==> src/svcag_pkg.sv <==
// ============================================================================
// svcag_pkg
// Shared types and constants for the strided view copy address generator:
// command, status and register codes, the dimension table entry and the
// control group that drives the table storage.
// ============================================================================
package svcag_pkg;

    // Default number of dimensions the tables hold.
    localparam int DEF_MAX_DIMS = 8;

    // Command codes on the input channel.
    localparam logic [1:0] CMD_LOAD  = 2'd0;
    localparam logic [1:0] CMD_START = 2'd1;
    localparam logic [1:0] CMD_NEXT  = 2'd2;

    // Result status codes.
    localparam logic [1:0] ST_CHUNK  = 2'd0;
    localparam logic [1:0] ST_ACCEPT = 2'd1;
    localparam logic [1:0] ST_NONE   = 2'd2;
    localparam logic [1:0] ST_OVF    = 2'd3;

    // Configuration register indexes.
    localparam int          CFG_IDX_W    = 3;
    localparam logic [2:0]  CFG_RANK     = 3'd0;
    localparam logic [2:0]  CFG_ELEM     = 3'd1;
    localparam logic [2:0]  CFG_BASE_OFF = 3'd2;
    localparam logic [2:0]  CFG_SRC_BASE = 3'd3;
    localparam logic [2:0]  CFG_DST_BASE = 3'd4;

    // One dimension descriptor. The rewind term is stride times extent,
    // modulo 2^32, worked out when the descriptor is loaded.
    typedef struct packed {
        logic [30:0] ext;
        logic [31:0] stride;
        logic [31:0] rewind;
    } t_dim_ent;

    // Write and clear controls for the table storage.
    typedef struct packed {
        logic dim_we;
        logic pos_we;
        logic pos_clr;
    } t_tbl_ctrl;

    // Sequencer states.
    typedef enum logic [3:0] {
        S_IDLE,
        S_LOAD,
        S_RESP,
        S_NEXT,
        S_ODO,
        S_SCAN,
        S_MRG_CMP,
        S_MRG_CHK,
        S_CNT_MUL,
        S_CNT_CHK
    } t_state;

endpackage

==> src/svcag_tables.sv <==
// ============================================================================
// svcag_tables
// Dimension descriptor memory and position counter memory, each with one
// write port and one registered read port sharing a read address. The
// position counters carry a valid bit per entry so that an entry not yet
// written since the last start reads as zero.
// ============================================================================
module svcag_tables
    import svcag_pkg::*;
#(
    parameter int   MAX_DIMS = DEF_MAX_DIMS,
    localparam int  DW       = (MAX_DIMS > 1) ? $clog2(MAX_DIMS) : 1
) (
    input  logic            i_clk,
    input  logic            i_rst_n,
    input  t_tbl_ctrl       i_ctrl,
    input  logic [DW-1:0]   i_rd_addr,
    input  logic [DW-1:0]   i_dim_waddr,
    input  t_dim_ent        i_dim_wdata,
    input  logic [DW-1:0]   i_pos_waddr,
    input  logic [30:0]     i_pos_wdata,
    output t_dim_ent        o_dim,
    output logic [30:0]     o_pos
);

    t_dim_ent               r_dim_mem [MAX_DIMS];
    logic [30:0]            r_pos_mem [MAX_DIMS];
    logic [MAX_DIMS-1:0]    r_pos_vld;
    t_dim_ent               r_dim_q;
    logic [30:0]            r_pos_q;
    logic                   r_vld_q;

    // Descriptor memory: written by load commands, with a registered read.
    always_ff @(posedge i_clk) begin
        if (i_ctrl.dim_we) begin
            r_dim_mem[i_dim_waddr] <= i_dim_wdata;
        end
        r_dim_q <= r_dim_mem[i_rd_addr];
    end

    // Position counter memory, written back by the odometer.
    always_ff @(posedge i_clk) begin
        if (i_ctrl.pos_we) begin
            r_pos_mem[i_pos_waddr] <= i_pos_wdata;
        end
        r_pos_q <= r_pos_mem[i_rd_addr];
    end

    // Valid bits: cleared at reset and at every start, set on write-back.
    always_ff @(posedge i_clk) begin
        if (!i_rst_n) begin
            r_pos_vld <= '0;
            r_vld_q   <= 1'b0;
        end else begin
            if (i_ctrl.pos_clr) begin
                r_pos_vld <= '0;
            end else if (i_ctrl.pos_we) begin
                r_pos_vld[i_pos_waddr] <= 1'b1;
            end
            r_vld_q <= r_pos_vld[i_rd_addr];
        end
    end

    assign o_dim = r_dim_q;
    assign o_pos = r_vld_q ? r_pos_q : '0;

endmodule
==> config.mk <==
export PLATFORM = sky130hd
export DESIGN_NAME = svcag_tables
export DESIGN_NICKNAME = d
export VERILOG_FILES = /design/src/svcag_pkg.sv /design/src/svcag_tables.sv
export SDC_FILE = /design/constraint.sdc
export NUM_CORES = 1
export LEC_CHECK = 0
export BUFFER_PORTS_ARGS = -buffer_cell sky130_fd_sc_hd__buf_2
export CORE_ASPECT_RATIO = 1.5
export CORE_MARGIN = 2
export CORE_UTILIZATION = 43
export DETAILED_ROUTE_END_ITERATION = 8
export MAX_ROUTING_LAYER = met4
export PLACE_DENSITY = 0.64
export SLEW_MARGIN = 30
export SYNTH_ARGS = -nofsm -noshare
export SYNTH_HDL_FRONTEND = slang
export SYNTH_SLANG_ARGS = --single-unit
==> constraint.sdc <==
create_clock -name i_clk -period 8 [get_ports i_clk]
set_input_delay 0.4 -clock i_clk [delete_from_list [all_inputs] [get_ports i_clk]]
set_output_delay 0.4 -clock i_clk [all_outputs]
set_load 0.05 [all_outputs]
==> impl_metrics.ini <==
[status]
status = finished, final reports clean

[sta]
final_hold_viol_count = 0
final.min_clock_period_ns = 2.30
max_freq_ghz = 0.435
worst_pin_slew_ns = 1.02
rsz0062_at_grt = false
setup_viol = 0
slew_headroom_pct = 32.1
final_max_slew_viol_count = 0
clock_skew_ns = 0.0281
finalSetupTns_ns = 0
fin_crit_sh_pct = 28.8

[cts]
max-clock-path-buffers = 3
cts_root_buffer = clkbuf_16
cts_resized = 0
cts_tree = done
clock_latency_ns = 0.69
clk_pin_slew_ns = 0.07
cts_inserted_buffers = 104
cts.sink_count = 1143
cts_max_level = 3

[yosys]
synth_area_um2 = 41000
ys_async_sr_fraction_pct = 0
synth_fp_nets = 1812
syn-instance-count = 1672
synth_seq_area_share_pct = 80.3
postSynthAreaPerCell_um2 = 24.5
yosysWarnings = 0
synth-edff-count = 1008
yosys_most_used_dff = edfxtp_1
synth_seq_cells = 1143
ys_types = 23

[grt]
grt_pass1_vias = 20200
grtUsageTotal_pct = 17.7
grt_first_pass_wirelength_um = 125000
grt_max_degree = 143
antenna_found_initial = 10
grt_overflow = 0

[layout]
num-nets-final = 2271
multi_input_area_um2 = 7670
layout_common_cells = 1008 x edfxtp_1, 262 x buf_2, 253 x mux4_2, 134 x dfxtp_1
instances_no_fill = 3491
area_growth_pct = 18.6
mostFrequentLayoutCell = edfxtp_1
fillers = 7364
regArea_um2 = 33000
drive_gt1_share_pct = 38.3

[floorplan]
core-area_um2 = 94400
num_rows = 138
dieArea_um2 = 98000
num_io_pins = 266
initial_utilization_pct = 43.5
die_height_um = 382
die_w_um = 256

[pwr]
p_clk_share_pct = 39.1
p_leak_nw = 16.1
p_int_mw = 9.87
p_switching_mw = 2.74
ir_worst_vdd_mv = 0.220
p_sw_share_pct = 21.7
p_per_area_nw_per_um2 = 259
p_comb_share_pct = 7.0
p_seq_share_pct = 53.9

[setup_path]
max_stage_delay_ns = 0.85
cp.required_ns = 8.31
crit_path_end_kind = flip-flop
cp_common_cell = buf_4
cp_max_fo = 50
cp.arrival_ns = 2.61
cp_slowest_cell = buf_4
worstPathCellList = buf_2, nand2b_1, nor2_4, buf_4, buf_4
start_kind = primary input
worstSetupPathType = in2reg

[routing]
wl_per_cell_um = 23.8
drc = 0
drt_iter0_markers = 1260
drt-total-wl_um = 83100
first_pass_iters = 5
antenna_left = 0
via_per_inst = 5.23
routed-via-count = 18200

[job]
maxCapViolCount = 0

[min_path]
hp-class = in2reg

[placed_design]
port-buffer-count = 265
dp_hpwl_um = 43500
dpl.cell_count = 3157
gp_congestion = 0.722
## critical path, delay by kind of cell
family / cells / cell delay, ns
AND/OR/NAND/NOR: 2 / 0.42
buffers and inverters: 3 / 1.66
## per-stage QoR
| step | worst slack, ns | hold slack, ns | cell area, µm² | power (mW) | util, % |
|---|---|---|---|---|---|
| floorplan | 0.327 | 0.435 | 41000 | 7.49 | - |
| global placement | 4.91 | 0.445 | 43800 | 7.73 | 46.4 |
| detailed placement | 4.91 | 0.469 | 43900 | 7.77 | 46.5 |
| CTS | 5.31 | 0.154 | 48600 | 12.8 | 51.5 |
| global route | 5.48 | 0.215 | 48700 | 13.0 | 51.5 |
| finish | 5.70 | 0.222 | 48700 | 12.6 | 51.5 |
## power by group through the flow
stage / Clock (mW) / Combinational, mW / Sequential [mW]
floorplan: 0 / 0.386 / 7.10
global placement: 0 / 0.814 / 6.92
detailed placement: 0 / 0.837 / 6.93
CTS: 5.06 / 0.894 / 6.81
global route: 5.28 / 0.935 / 6.82
finish: 4.93 / 0.878 / 6.80
## cells by family after synthesis
logic type,Yosys count,share of synthesized area [%]
and+or+nand+nor,68,0.939
muxes,381,17.4
AOI/OAI and AO/OA,4,0.0884
buffers and inverters,76,1.24
DFF,1143,80.3
## sequential cells by signal (all words and copies together), names as in the netlist
| register | cells |
|---|---|
| o_dim | 95 |
| r_dim_mem | 760 |
| r_pos_mem | 248 |
| r_pos_q | 31 |
| r_pos_vld | 8 |
| r_vld_q | 1 |
## layer usage
layer  track usage (%)  part of all wire, %  vias to the layer above  wire, µm
met2              29.5                   51                      480     42100
li1                  -                    -                     7922         -
met5                 -                    0                        -         0
met1              22.1                   42                     9747     34900
met3              3.09                  5.2                       98      4290
met4              5.53                  2.1                        0      1730
## worst paths after layout
path	start	endpoint	slack [ns]	cells after the start
setup / recovery	i_dim_waddr[1]	r_dim_mem[4][90]$_DFFE_PP_	5.70	5
hold / removal	i_ctrl[0]	r_pos_vld[0]$_SDFFE_PP0P_	0.22	3
hold reg to reg	r_pos_vld[6]$_SDFFE_PP0P_	r_pos_vld[6]$_SDFFE_PP0P_	0.47	2
setup reg to reg	r_dim_mem[7][73]$_DFFE_PP_	o_dim[73]$_DFF_P_	6.70	2
## synthesized netlist by cell type (4+ instances only)
| master | count | area [µm²] |
|---|---|---|
| edfxtp_1 | 1008 | 30300 |
| buf_6 | 28 | 315 |
| nand2_1 | 4 | 15.0 |
| dfxtp_1 | 135 | 2700 |
| clkbuf_1 | 30 | 113 |
| nand2b_1 | 4 | 25.0 |
| buf_2 | 8 | 40.0 |
| mux2_2 | 127 | 1430 |
| nor2_1 | 20 | 75.1 |
| buf_1 | 8 | 30.0 |
| and2_1 | 31 | 194 |
| mux4_2 | 253 | 5700 |
## layout make-up
| class | count | share of cell area [%] |
|---|---|---|
| Sequential cell | 1143 | 67.7 |
| Multi-Input combinational cell | 453 | 15.8 |
| Tap cell | 1260 | 3.24 |
| Timing Repair Buffer | 428 | 6.19 |
| Antenna cell | 10 | 0.0514 |
| Clock buffer | 137 | 5.81 |
| Inverter | 1 | 0.00771 |
| Clock inverter | 59 | 1.23 |
## timing repair
action,4_1_cts,5_1_grt
hold buffers,127,0
buffers inserted,0,0
hold endpoints to repair,1009,0
(Power assumes the default switching activity.)
